**src/sv/omsf_pkg.sv**
```systemverilog
// Shared types and constants for the occlusion merge/split lifecycle tracker.
// No dependencies; every other source file uses this package.
package omsf_pkg;

  // Default counter widths handed to the top-level parameters
  localparam int unsigned MERGED_COUNT_BITS_DEF = 16;
  localparam int unsigned STABLE_COUNT_BITS_DEF = 8;

  // Fixed field widths
  localparam int unsigned COUNT_W     = 4;
  localparam int unsigned HOLD_W      = 16;
  localparam int unsigned STABLE_W    = 8;
  localparam int unsigned MODE_W      = 2;
  localparam int unsigned CFG_IDX_W   = 2;
  localparam int unsigned CFG_DATA_W  = 16;

  // Person count thresholds
  localparam logic [COUNT_W-1:0] SINGLE_PERSON = COUNT_W'(1);
  localparam logic [COUNT_W-1:0] GROUP_MIN     = COUNT_W'(2);

  // Lifecycle mode
  typedef enum logic [MODE_W-1:0] {
    MODE_NORMAL = 2'd0,
    MODE_MERGED = 2'd1,
    MODE_SPLIT  = 2'd2
  } mode_e;

  // Configuration register indexes
  typedef enum logic [CFG_IDX_W-1:0] {
    CFG_OVERLAP_REQ  = 2'd0,
    CFG_MERGE_HOLD   = 2'd1,
    CFG_SPLIT_STABLE = 2'd2
  } cfg_idx_e;

  // Configuration seen by the tracking logic
  typedef struct packed {
    logic                overlap_req;
    logic [HOLD_W-1:0]   merge_hold;
    logic [STABLE_W-1:0] split_stable;
  } cfg_t;

endpackage

```
**src/sv/omsf_if.sv**
```systemverilog
// Handshake channel interfaces: frame input, result output, config write.
// Depends on omsf_pkg for field widths.
interface omsf_in_if;
  logic                        valid;
  logic                        ready;
  logic [omsf_pkg::COUNT_W-1:0] person_count;
  logic                        overlap_seen;

  modport source (output valid, output person_count, output overlap_seen, input ready);
  modport sink   (input valid, input person_count, input overlap_seen, output ready);
endinterface

interface omsf_out_if #(
  parameter int unsigned MERGED_COUNT_BITS = omsf_pkg::MERGED_COUNT_BITS_DEF,
  parameter int unsigned STABLE_COUNT_BITS = omsf_pkg::STABLE_COUNT_BITS_DEF
);
  logic                        valid;
  logic                        ready;
  logic [omsf_pkg::MODE_W-1:0] lifecycle_mode;
  logic [MERGED_COUNT_BITS-1:0] merged_frame_count;
  logic [STABLE_COUNT_BITS-1:0] stable_split_count;
  logic                        features_frozen;

  modport source (output valid, output lifecycle_mode, output merged_frame_count,
                  output stable_split_count, output features_frozen, input ready);
  modport sink   (input valid, input lifecycle_mode, input merged_frame_count,
                  input stable_split_count, input features_frozen, output ready);
endinterface

interface omsf_cfg_if;
  logic                            valid;
  logic                            ready;
  logic [omsf_pkg::CFG_IDX_W-1:0]  index;
  logic [omsf_pkg::CFG_DATA_W-1:0] data;

  modport source (output valid, output index, output data, input ready);
  modport sink   (input valid, input index, input data, output ready);
endinterface

```
**src/sv/omsf_cfg_regs.sv**
```systemverilog
// Configuration register file: overlap requirement, merge hold, split stable count.
// Depends on omsf_pkg and omsf_cfg_if.
module omsf_cfg_regs (
  input  logic             clk_i,
  input  logic             rst_ni,
  omsf_cfg_if.sink         cfg_i,
  output omsf_pkg::cfg_t   cfg_o
);
  import omsf_pkg::*;

  cfg_t cfg_q, cfg_d;
  logic wr_en;

  // Always take a write beat
  assign cfg_i.ready = 1'b1;
  assign wr_en       = cfg_i.valid;

  // Decode the register index; unused indexes are dropped
  always_comb begin
    cfg_d = cfg_q;
    if (wr_en) begin
      unique case (cfg_idx_e'(cfg_i.index))
        CFG_OVERLAP_REQ:  cfg_d.overlap_req  = cfg_i.data[0];
        CFG_MERGE_HOLD:   cfg_d.merge_hold   = cfg_i.data[HOLD_W-1:0];
        CFG_SPLIT_STABLE: cfg_d.split_stable = cfg_i.data[STABLE_W-1:0];
        default:          cfg_d = cfg_q;
      endcase
    end
  end

  always_ff @(posedge clk_i or negedge rst_ni) begin
    if (!rst_ni) begin
      cfg_q.overlap_req  <= 1'b1;
      cfg_q.merge_hold   <= HOLD_W'(1);
      cfg_q.split_stable <= STABLE_W'(1);
    end else begin
      cfg_q <= cfg_d;
    end
  end

  assign cfg_o = cfg_q;

endmodule

```
**src/sv/omsf_track.sv**
```systemverilog
// Lifecycle state machine: mode, saturating counters and last-frame history.
// Depends on omsf_pkg; driven by the top level one frame per advance.
module omsf_track #(
  parameter int unsigned MERGED_COUNT_BITS = omsf_pkg::MERGED_COUNT_BITS_DEF,
  parameter int unsigned STABLE_COUNT_BITS = omsf_pkg::STABLE_COUNT_BITS_DEF
) (
  input  logic                          clk_i,
  input  logic                          rst_ni,
  input  logic                          step_i,
  input  logic [omsf_pkg::COUNT_W-1:0]  person_count_i,
  input  logic                          overlap_seen_i,
  input  omsf_pkg::cfg_t                cfg_i,
  output omsf_pkg::mode_e               mode_o,
  output logic [MERGED_COUNT_BITS-1:0]  merged_cnt_o,
  output logic [STABLE_COUNT_BITS-1:0]  split_cnt_o,
  output logic                          frozen_o
);
  import omsf_pkg::*;

  localparam int unsigned HOLD_CMP_W = (MERGED_COUNT_BITS > HOLD_W) ? MERGED_COUNT_BITS : HOLD_W;
  localparam int unsigned NEED_CMP_W = (STABLE_COUNT_BITS > STABLE_W) ? STABLE_COUNT_BITS : STABLE_W;

  mode_e                        mode_q, mode_d;
  logic [MERGED_COUNT_BITS-1:0] merged_q, merged_d, merged_inc;
  logic [STABLE_COUNT_BITS-1:0] split_q, split_d, split_inc;
  logic [COUNT_W-1:0]           last_cnt_q;
  logic                         last_ovl_q;

  logic                evidence, stable, group_now, prior_ok, merged_or_split;
  logic [HOLD_W-1:0]   hold;
  logic [STABLE_W-1:0] need;

  // Frame qualifiers
  assign evidence  = !cfg_i.overlap_req || overlap_seen_i || last_ovl_q;
  assign group_now = (person_count_i >= GROUP_MIN);
  assign stable    = group_now && !overlap_seen_i;
  assign hold      = (cfg_i.merge_hold == '0) ? HOLD_W'(1) : cfg_i.merge_hold;
  assign need      = (cfg_i.split_stable == '0) ? STABLE_W'(1) : cfg_i.split_stable;

  // Saturating increments
  assign merged_inc = (merged_q == '1) ? merged_q : merged_q + MERGED_COUNT_BITS'(1);
  assign split_inc  = (split_q == '1) ? split_q : split_q + STABLE_COUNT_BITS'(1);

  always_comb begin
    unique case (mode_q)
      MODE_MERGED, MODE_SPLIT: merged_or_split = 1'b1;
      default:                 merged_or_split = 1'b0;
    endcase
  end
  assign prior_ok = (last_cnt_q >= GROUP_MIN) || merged_or_split;

  // Next state and counters, in priority order
  always_comb begin
    mode_d   = mode_q;
    merged_d = merged_q;
    split_d  = split_q;
    priority if ((person_count_i == SINGLE_PERSON) && evidence && prior_ok) begin
      mode_d   = MODE_MERGED;
      merged_d = merged_inc;
      split_d  = '0;
    end else if ((mode_q == MODE_MERGED) && group_now &&
                 (HOLD_CMP_W'(merged_q) >= HOLD_CMP_W'(hold))) begin
      mode_d  = MODE_SPLIT;
      split_d = '0;
    end else if (mode_q == MODE_SPLIT) begin
      if (stable) begin
        if (NEED_CMP_W'(split_inc) >= NEED_CMP_W'(need)) begin
          // Resume: collapse straight back to normal
          mode_d   = MODE_NORMAL;
          merged_d = '0;
          split_d  = '0;
        end else begin
          split_d = split_inc;
        end
      end else begin
        split_d = '0;
      end
    end else if (stable) begin
      mode_d   = MODE_NORMAL;
      merged_d = '0;
      split_d  = '0;
    end
  end

  // Result outputs from the next state
  always_comb begin
    mode_o       = mode_d;
    merged_cnt_o = merged_d;
    split_cnt_o  = split_d;
    unique case (mode_d)
      MODE_MERGED, MODE_SPLIT: frozen_o = 1'b1;
      default:                 frozen_o = overlap_seen_i;
    endcase
  end

  // Advance state on each frame
  always_ff @(posedge clk_i or negedge rst_ni) begin
    if (!rst_ni) begin
      mode_q     <= MODE_NORMAL;
      merged_q   <= '0;
      split_q    <= '0;
      last_cnt_q <= '0;
      last_ovl_q <= 1'b0;
    end else if (step_i) begin
      mode_q     <= mode_d;
      merged_q   <= merged_d;
      split_q    <= split_d;
      last_cnt_q <= person_count_i;
      last_ovl_q <= overlap_seen_i;
    end
  end

endmodule

```
**src/sv/occlusion_merge_split_fsm.sv**
```systemverilog
// Occlusion merge/split lifecycle tracker, top level.
// Depends on omsf_pkg, omsf_if, omsf_cfg_regs and omsf_track.
//
// Takes one frame beat per clock and returns one result beat per frame: the
// frame lands in an input register, the mode and counter update runs
// combinationally from there into the result register, and the state
// registers advance on that same edge, so a new frame is taken every
// cycle while the result side keeps up. Input ready drops only when both the
// input and result registers are full and the result beat is stalled.
// Configuration writes are taken at any time and should be issued while no
// frame is in flight; flags and state are reset, payload registers are not.
module occlusion_merge_split_fsm #(
  parameter int unsigned MERGED_COUNT_BITS = omsf_pkg::MERGED_COUNT_BITS_DEF,
  parameter int unsigned STABLE_COUNT_BITS = omsf_pkg::STABLE_COUNT_BITS_DEF
) (
  input  logic       clk_i,
  input  logic       rst_ni,
  omsf_in_if.sink    frame_i,
  omsf_cfg_if.sink   cfg_i,
  omsf_out_if.source result_o
);
  import omsf_pkg::*;

  cfg_t cfg;

  logic               in_vld_q;
  logic [COUNT_W-1:0] cnt_q;
  logic               ovl_q;
  logic               res_vld_q;
  logic               advance, in_take;

  mode_e                        mode_n;
  logic [MERGED_COUNT_BITS-1:0] merged_n;
  logic [STABLE_COUNT_BITS-1:0] split_n;
  logic                         frozen_n;

  logic [MODE_W-1:0]            mode_q;
  logic [MERGED_COUNT_BITS-1:0] merged_q;
  logic [STABLE_COUNT_BITS-1:0] split_q;
  logic                         frozen_q;

  omsf_cfg_regs u_cfg (
    .clk_i  (clk_i),
    .rst_ni (rst_ni),
    .cfg_i  (cfg_i),
    .cfg_o  (cfg)
  );

  // Handshake: advance when the result register is free or being drained
  assign advance       = in_vld_q && (!res_vld_q || result_o.ready);
  assign frame_i.ready = !in_vld_q || advance;
  assign in_take       = frame_i.valid && frame_i.ready;

  omsf_track #(
    .MERGED_COUNT_BITS (MERGED_COUNT_BITS),
    .STABLE_COUNT_BITS (STABLE_COUNT_BITS)
  ) u_track (
    .clk_i          (clk_i),
    .rst_ni         (rst_ni),
    .step_i         (advance),
    .person_count_i (cnt_q),
    .overlap_seen_i (ovl_q),
    .cfg_i          (cfg),
    .mode_o         (mode_n),
    .merged_cnt_o   (merged_n),
    .split_cnt_o    (split_n),
    .frozen_o       (frozen_n)
  );

  // Valid flags
  always_ff @(posedge clk_i or negedge rst_ni) begin
    if (!rst_ni) begin
      in_vld_q  <= 1'b0;
      res_vld_q <= 1'b0;
    end else begin
      if (in_take) begin
        in_vld_q <= 1'b1;
      end else if (advance) begin
        in_vld_q <= 1'b0;
      end
      if (advance) begin
        res_vld_q <= 1'b1;
      end else if (result_o.ready) begin
        res_vld_q <= 1'b0;
      end
    end
  end

  // Input register payload
  always_ff @(posedge clk_i) begin
    if (in_take) begin
      cnt_q <= frame_i.person_count;
      ovl_q <= frame_i.overlap_seen;
    end
  end

  // Result register payload
  always_ff @(posedge clk_i) begin
    if (advance) begin
      mode_q   <= mode_n;
      merged_q <= merged_n;
      split_q  <= split_n;
      frozen_q <= frozen_n;
    end
  end

  assign result_o.valid              = res_vld_q;
  assign result_o.lifecycle_mode     = mode_q;
  assign result_o.merged_frame_count = merged_q;
  assign result_o.stable_split_count = split_q;
  assign result_o.features_frozen    = frozen_q;

endmodule

```
**src/flat_wrapper.sv**
```systemverilog
// flat-port wrapper written by rule: the top's interface ports become plain ports
module occlusion_merge_split_fsm_flat import omsf_pkg::*;
#(
  parameter int unsigned MERGED_COUNT_BITS = omsf_pkg::MERGED_COUNT_BITS_DEF,
  parameter int unsigned STABLE_COUNT_BITS = omsf_pkg::STABLE_COUNT_BITS_DEF
)
  (clk_i, rst_ni, frame_i_valid, frame_i_person_count, frame_i_overlap_seen, frame_i_ready, cfg_i_valid, cfg_i_index, cfg_i_data, cfg_i_ready, result_o_valid, result_o_lifecycle_mode, result_o_merged_frame_count, result_o_stable_split_count, result_o_features_frozen, result_o_ready);
  omsf_in_if frame_i_i ();
  omsf_cfg_if cfg_i_i ();
  omsf_out_if #(.MERGED_COUNT_BITS(MERGED_COUNT_BITS), .STABLE_COUNT_BITS(STABLE_COUNT_BITS)) result_o_i ();
  input  logic clk_i;
  input  logic rst_ni;
  input wire logic [$bits(frame_i_i.valid)-1:0] frame_i_valid;
  input wire logic [$bits(frame_i_i.person_count)-1:0] frame_i_person_count;
  input wire logic [$bits(frame_i_i.overlap_seen)-1:0] frame_i_overlap_seen;
  output wire logic [$bits(frame_i_i.ready)-1:0] frame_i_ready;
  input wire logic [$bits(cfg_i_i.valid)-1:0] cfg_i_valid;
  input wire logic [$bits(cfg_i_i.index)-1:0] cfg_i_index;
  input wire logic [$bits(cfg_i_i.data)-1:0] cfg_i_data;
  output wire logic [$bits(cfg_i_i.ready)-1:0] cfg_i_ready;
  output wire logic [$bits(result_o_i.valid)-1:0] result_o_valid;
  output wire logic [$bits(result_o_i.lifecycle_mode)-1:0] result_o_lifecycle_mode;
  output wire logic [$bits(result_o_i.merged_frame_count)-1:0] result_o_merged_frame_count;
  output wire logic [$bits(result_o_i.stable_split_count)-1:0] result_o_stable_split_count;
  output wire logic [$bits(result_o_i.features_frozen)-1:0] result_o_features_frozen;
  input wire logic [$bits(result_o_i.ready)-1:0] result_o_ready;
  assign frame_i_i.valid = frame_i_valid;
  assign frame_i_i.person_count = frame_i_person_count;
  assign frame_i_i.overlap_seen = frame_i_overlap_seen;
  assign frame_i_ready = frame_i_i.ready;
  assign cfg_i_i.valid = cfg_i_valid;
  assign cfg_i_i.index = cfg_i_index;
  assign cfg_i_i.data = cfg_i_data;
  assign cfg_i_ready = cfg_i_i.ready;
  assign result_o_valid = result_o_i.valid;
  assign result_o_lifecycle_mode = result_o_i.lifecycle_mode;
  assign result_o_merged_frame_count = result_o_i.merged_frame_count;
  assign result_o_stable_split_count = result_o_i.stable_split_count;
  assign result_o_features_frozen = result_o_i.features_frozen;
  assign result_o_i.ready = result_o_ready;
  occlusion_merge_split_fsm #(.MERGED_COUNT_BITS(MERGED_COUNT_BITS), .STABLE_COUNT_BITS(STABLE_COUNT_BITS)) u_core (.clk_i(clk_i), .rst_ni(rst_ni), .frame_i(frame_i_i), .cfg_i(cfg_i_i), .result_o(result_o_i));
endmodule
```
**config.mk**
```make
export PLATFORM = sky130hd
export DESIGN_NAME = occlusion_merge_split_fsm_flat
export DESIGN_NICKNAME = d
export VERILOG_FILES = /design/src/sv/omsf_pkg.sv /design/src/sv/omsf_if.sv /design/src/sv/omsf_cfg_regs.sv /design/src/sv/omsf_track.sv /design/src/sv/occlusion_merge_split_fsm.sv /design/src/flat_wrapper.sv
export SDC_FILE = /design/constraint.sdc
export NUM_CORES = 1
export LEC_CHECK = 0
export ABC_AREA = 1
export BUFFER_PORTS_ARGS = -buffer_cell sky130_fd_sc_hd__buf_2
export CELL_PAD_IN_SITES_DETAIL_PLACEMENT = 1
export CELL_PAD_IN_SITES_GLOBAL_PLACEMENT = 1
export CORE_MARGIN = 2
export CORE_UTILIZATION = 40
export DETAILED_ROUTE_END_ITERATION = 12
export HOLD_SLACK_MARGIN = 0.03
export PLACE_DENSITY = 0.74
export SYNTH_ARGS = -nofsm -noshare
export SYNTH_HDL_FRONTEND = slang
export SYNTH_SLANG_ARGS = --single-unit
```
**constraint.sdc**
```tcl
create_clock -name clk_i -period 3.88 [get_ports clk_i]
set_input_delay 0.582 -clock clk_i [delete_from_list [all_inputs] [get_ports clk_i]]
set_output_delay 0.582 -clock clk_i [all_outputs]
set_load 0.02 [all_outputs]
```
==> results.sh, run 1 <==
export IMPL_status="finished, final reports clean"
export IMPL_synth_top_area_share_pct=27.3
export IMPL_yosys_cell_types_count=43
export IMPL_nNetsFinal=702
export IMPL_fmax_mhz=328
export IMPL_die_y_um=115
export IMPL_detail_route_vias_per_cell=4.99
export IMPL_cp_arrival_ns=3.15
export IMPL_n_antenna_cell=0
export IMPL_die_area_um2=13300
export IMPL_clock_sinks=89
export IMPL_hpwl_mm=9.34
export IMPL_synth_area_top_cells="dfrtp_1 (27%), edfxtp_1 (19%), nand2_1 (13%), ha_1 (7.1%), inv_1 (6.4%)"
export IMPL_critPathLaunchType="flop"
export IMPL_syn_to_final_growth_pct=13.6
export IMPL_crit_type="reg2reg"
export IMPL_start_util_pct=41.0
export IMPL_tightest_slew_ns=1.11
export IMPL_grt_pass1_vias=4286
export IMPL_min_period_ns=3.05
export IMPL_p_leak_uw=0.00281
export IMPL_grt_first_pass_wirelength_mm=21.2
export IMPL_insertion_delay_ns=0.35
export IMPL_crit_required_ns=3.98
export IMPL_totalWireLength_mm=12.6
export IMPL_overflow=0
export IMPL_ctsLongestPathBuffers=2
export IMPL_drt_initial_drc_count=142
export IMPL_io_buffers=56
export IMPL_wl_per_cell_um=15.4
export IMPL_grt_setup_unrepaired="no"
export IMPL_m1WireLength_mm=6.20
export IMPL_maxCapViolCount=0
export IMPL_clock_root_buffer="clkbuf_16"
export IMPL_fp_dieW_um=115
export IMPL_crit_path_end_kind="flop"
export IMPL_grt_max_degree=60
export IMPL_peakVddDrop_v=0.000230
export IMPL_coreArea_um2=12100
export IMPL_layout_commonest_cell="nand2_1"
export IMPL_numCtsBuffers=9
export IMPL_finalWorstSetupSlack_ns=0.827
export IMPL_ctsHtreeMaxLevel=3
export IMPL_synthCells=592
export IMPL_highest_signal_layer="met4"
export IMPL_hold_path_class="in2async"
export IMPL_drc=0
export IMPL_synth_nets=648
export IMPL_antenna_found_initial=0
export IMPL_met2WireLength_mm=5.83
export IMPL_synth_top_area_cell="dfrtp_1"
export IMPL_gpl_final_weighted_congestion=0.818
export IMPL_maxSlewViolCount=0
export IMPL_fin_setup_tns_ns=0
export IMPL_finalClockSkew_ns=0.00907
export IMPL_ys_seq_elements=89
export IMPL_final_setup_viol_count=0
export IMPL_syn_area_per_cell_um2=8.36
export IMPL_cts_resized=0
export IMPL_syn_area_um2=4950
export IMPL_final_core_util_pct=46.6
export IMPL_dr_wl_met3_um=369
export IMPL_place_ws_ns=0.832
export IMPL_whs_ns=0.256
export IMPL_slew_headroom_pct=26.0
export IMPL_grtUsageTotal_pct=20.6
export IMPL_ys_seq_area_share_pct=48.3
export IMPL_clkTransAtPathRegs_ns=0.06
export IMPL_drive_above_1_share_pct=15.5
export IMPL_cts_tree="built"
export IMPL_final_cell_mix="nand2_1 (174), inv_1 (85), buf_2 (56), dfrtp_1 (54), nand3_1 (44)"
export IMPL_post_cts_buffers=0
export IMPL_final_hold_viol_count=0
export IMPL_fp_row_count=40
export IMPL_io_pins=58
export IMPL_cts_hold_buf=0
export IMPL_dr_pass1_iters=4
export IMPL_stdcell_area_um2=5620
export IMPL_drtAntennaViolNets=0
export IMPL_yosys_warnings=0
export IMPL_place_area_um2=5370
export IMPL_vias=4085
export IMPL_finalCritPeriodShare_pct=78.7
export IMPL_crit_fanout=18
export IMPL_powerDensity_nw_per_um2=415
-- path summary, 6_finish.rpt --
path                                               from                               to  slack, ns  cells past startpoint
setup / recovery              u_core.u_track.split_q[1]  u_core.result_o.features_frozen       0.83                     19
hold / removal                                   rst_ni            u_core.u_cfg.cfg_o[5]       0.26                      1
setup reg to reg              u_core.u_track.split_q[1]  u_core.result_o.features_frozen       0.83                     19
hold reg to reg            u_core.u_track.last_cnt_q[3]     u_core.u_track.last_cnt_q[3]       0.48                      2
max in group asynchronous                        rst_ni            u_core.u_cfg.cfg_o[0]       2.72                      2
min in group clk_i              frame_i_person_count[0]                  u_core.cnt_q[0]       0.41                      1
-- critical path: stages (launching register included) --
cell and delay, ns:
dfrtp_1 0.39, ha_1 0.21, nand2_1 0.10, nor2_2 0.13, nand2_1 0.09, nand2_1 0.07, nor2_1 0.04, a21oi_1 0.24
ha_1 0.30, nand2_1 0.07, inv_1 0.04, nor2_1 0.09, o21a_1 0.16, nand3_1 0.08, nand2_1 0.09, inv_1 0.05
nand2_2 0.28, nand3_1 0.19, nand2_1 0.10, nand3_1 0.08
-- Yosys cell counts (all sizes together) --
cell,count
xor2,6
o21ai,40
dfstp,3
or2,1
nor2,40
a21boi,2
nand3b,1
nand2,182
o21a,2
a41o,2
o211ai,1
inv,87
and2,1
conb,1
and3,1
ha,28
nand4,12
nor4,5
a21oi,24
nor3,4
dfrtp,54
nand3,47
buf,8
clkbuf,7
edfxtp,32
a211oi,1
-- routing by layer --
metal	GRT usage, %	vias to the layer above
met5	0	-
met4	8.43	0
met3	3.00	15
met2	33.3	68
met1	28.0	1976
li1	-	2026
-- flip-flops by register name, summed over array words and instances, names as in the netlist, 2 cells and up --
register / cells
u_core.u_cfg.cfg_o: 25
u_core.result_o.merged_frame_count: 16
u_core.u_track.merged_q: 16
u_core.result_o.stable_split_count: 8
u_core.u_track.split_q: 8
u_core.cnt_q: 4
u_core.u_track.last_cnt_q: 3
u_core.result_o.lifecycle_mode: 2
u_core.u_track.mode_q: 2
-- power by group --
part           switching, uW  total (uW)  leakage [uW]  internal (uW)
Clock                    364         797      0.000124            433
Sequential              54.9        1140       0.00104           1090
Combinational            275         396       0.00164            121
-- logic make-up after synthesis --
group	share of synthesized area, %
XOR/XNOR	1.06
adder cells (fa/ha/maj)	7.08
buffers and inverters	8.49
flip-flops	48.3
AND/OR/NAND/NOR	27.1
AO/OA/AOI/OAI	7.94
other	0.0757
-- layout make-up --
| cell class | instances | area, um2 |
|---|---|---|
| clock buffer | 13 | 240 |
| sequential | 89 | 2390 |
| tap | 168 | 210 |
| inverter | 87 | 329 |
| fill | 1459 | 6440 |
| timing repair buffer | 58 | 295 |
| clock inverter | 3 | 17.5 |
| multi-input combinational | 401 | 2140 |
-- per-stage QoR --
stage	total power [uW]	instances
2_1_floorplan	1420	592
3_3_place_gp	1540	803
3_5_place_dp	1570	803
4_1_cts	2370	819
5_1_grt	2460	819
6_report	2340	819
No activity file was read; power rests on OpenSTA's default activity.
==> run 2, diff against run 1 <==
PLACE_DENSITY = 0.77   (was 0.74)
clock period = 2.65 ns   (was 3.88 ns; I/O delays follow)
==> run 2 against run 1 <==
Effect of this change:
- the run now ends with negative setup slack left
- count of clock-buffer cells in the layout down 1
- wire length up 9.1%
- critical path depth down 2
- via count up 6.2%
- register-to-register slack worse by 0.88 ns
- final cell count up 3.9%
- maximum frequency up 13%
- clock skew down 0.0040 ns
- flip-flop and latch count unchanged
- global-route usage up 1.4 points
- critical path type unchanged
- critical endpoint is now u_core.u_track.merged_q[9]
- largest cell class unchanged
==> results.sh, run 2 (synthesized netlist as in run 1, its figures left out) <==
export IMPL_fp_row_count=40
export IMPL_fmax_mhz=370
export IMPL_whs_ns=0.231
export IMPL_powerDensity_nw_per_um2=581
export IMPL_crit_fanout=6
export IMPL_grt_setup_unrepaired="yes"
export IMPL_grt_max_degree=60
export IMPL_numCtsBuffers=9
export IMPL_hold_path_class="in2reg"
export IMPL_tightest_slew_ns=0.716
export IMPL_crit_path_end_kind="flop"
export IMPL_finalCritPeriodShare_pct=102
export IMPL_drtAntennaViolNets=0
export IMPL_die_area_um2=13300
export IMPL_gpl_final_weighted_congestion=0.878
export IMPL_n_antenna_cell=0
export IMPL_cpMostUsedCell="nand2_2"
export IMPL_clock_root_buffer="clkbuf_16"
export IMPL_wl_per_cell_um=16.2
export IMPL_final_cell_mix="nand2_1 (149), inv_1 (82), buf_2 (56), dfrtp_1 (53), nand3_1 (34)"
export IMPL_cp_arrival_ns=2.98
export IMPL_holdPathStages=1
export IMPL_maxCapViolCount=0
export IMPL_io_pins=58
export IMPL_place_area_um2=5510
export IMPL_peakVddDrop_v=0.000276
export IMPL_detail_route_vias_per_cell=5.10
export IMPL_nNetsFinal=734
export IMPL_dr_pass1_iters=4
export IMPL_die_y_um=115
export IMPL_p_leak_uw=0.00302
export IMPL_cpMaxStageDelayCell="dfrtp_1"
export IMPL_clkTransAtPathRegs_ns=0.06
export IMPL_crit_chain="buf_4, nand3_1, nor2_2, xor2_1, nand2_2, ha_1, a21oi_1, o21a_1, nand3_2, nand2_2, inv_2, nand2_4, buf_6, nand3_2, nand2_2, nand2_1, nand2_1"
export IMPL_dp_cells=822
export IMPL_start_util_pct=41.0
export IMPL_layout_commonest_cell="nand2_1"
export IMPL_antenna_found_initial=0
export IMPL_place_ws_ns=-0.253
export IMPL_stdcell_area_um2=6150
export IMPL_vias=4337
export IMPL_drive_above_1_share_pct=27.5
export IMPL_min_period_ns=2.70
export IMPL_finalWorstSetupSlack_ns=-0.0542
export IMPL_grt_pass1_vias=4587
export IMPL_fin_cells=851
export IMPL_reg2regPathDepth=17
export IMPL_fp_dieW_um=115
export IMPL_slew_headroom_pct=52.3
export IMPL_coreArea_um2=12100
export IMPL_status="complete, but fails checks"
export IMPL_crit_required_ns=2.93
export IMPL_insertion_delay_ns=0.34
export IMPL_syn_to_final_growth_pct=24.3
export IMPL_largest_register_ffs=25
export IMPL_final_hold_viol_count=0
export IMPL_grt_first_pass_wirelength_mm=22.7
export IMPL_violations="negative setup slack"
export IMPL_totalWireLength_mm=13.8
export IMPL_overflow=0
export IMPL_finalClockSkew_ns=0.00509
export IMPL_ctsLongestPathBuffers=2
export IMPL_slowest_delay_ns=0.35
export IMPL_grtUsageTotal_pct=22.0
export IMPL_critPathLaunchType="flop"
export IMPL_io_buffers=56
export IMPL_drc=0
export IMPL_hpwl_mm=9.93
export IMPL_drt_initial_drc_count=222
export IMPL_ctsHtreeMaxLevel=3
export IMPL_clock_sinks=89
export IMPL_cts_tree="built"
export IMPL_maxSlewViolCount=0
export IMPL_crit_type="reg2reg"
export IMPL_final_setup_viol_count=23
## run 2: cell types whose count changed in the layout (fill, tap and decap cells not counted), sizes merged
cell,previous run,this run
clkinv,2,3
buf,58,88
clkbuf,13,12
clkinvlp,1,0
bufinv,0,1
dlygate4sd3,0,1
nand2,182,183
## run 2: worst max-delay path: cells and delay by family, from the launching register on
family / cells / cell delay, ns
and+or+nand+nor: 10 / 1.03
AOI/OAI and AO/OA: 2 / 0.38
DFF: 1 / 0.35
adders and majority gates: 1 / 0.33
buffers and inverters: 3 / 0.31
xor gates and xnor gates: 1 / 0.22
## run 2: timing repair
item | CTS | global route
pin swaps | 5 | 25
setup buffers | 5 | 6
endpoints found under the hold margin | 11 | 0
endpoints found under the setup margin | 51 | 53
hold buffers | 1 | 0
resized for setup | 7 | 69
cloned | 1 | 0
## run 2: layer usage
layer  track usage, %  routed length (um)  vias up
li1                 -                   -     2089
met1             29.6                6410     2142
met2             36.4                6690       87
met3             2.21                 387       19
met4             9.56                 295        0
met5                0                   0        -
## run 2: stage by stage
step | setup TNS (ns) | power, uW | util [%]
final | -0.547 | 3580 | 51.0
after global routing | -8.11 | 3750 | 51.0
after CTS | -0.209 | 3570 | 48.6
after detailed placement | -6.48 | 2310 | 45.7
after global placement | -1.47 | 2270 | 45.7
after floorplan | 0 | 2080 | -
## run 2: final cells by class
cell class	instances	area, um2
sequential	89	2390
inverter	87	329
clock buffer	12	236
fill	1444	5910
tap	168	210
timing repair buffer	89	557
multi-input combinational	402	2390
clock inverter	4	43.8
## run 2: power breakdown
| part | switching, uW | internal [uW] |
|---|---|---|
| Combinational | 442 | 210 |
| Sequential | 83.4 | 1590 |
| Clock | 524 | 726 |
| Total | 1050 | 2530 |
## run 2: worst paths after layout
| check | from | end | slack [ns] |
|---|---|---|---|
| min in group asynchronous | rst_ni | u_core.u_track.last_cnt_q[3] | 0.49 |
| setup / recovery | u_core.u_track.split_q[1] | u_core.u_track.merged_q[9] | -0.05 |
| hold reg to reg | u_core.u_track.last_cnt_q[1] | u_core.u_track.last_cnt_q[1] | 0.47 |
| max in group asynchronous | rst_ni | u_core.u_cfg.cfg_o[8] | 1.47 |
| setup reg to reg | u_core.u_track.split_q[1] | u_core.u_track.merged_q[9] | -0.05 |
| hold / removal | frame_i_person_count[1] | u_core.cnt_q[1] | 0.23 |
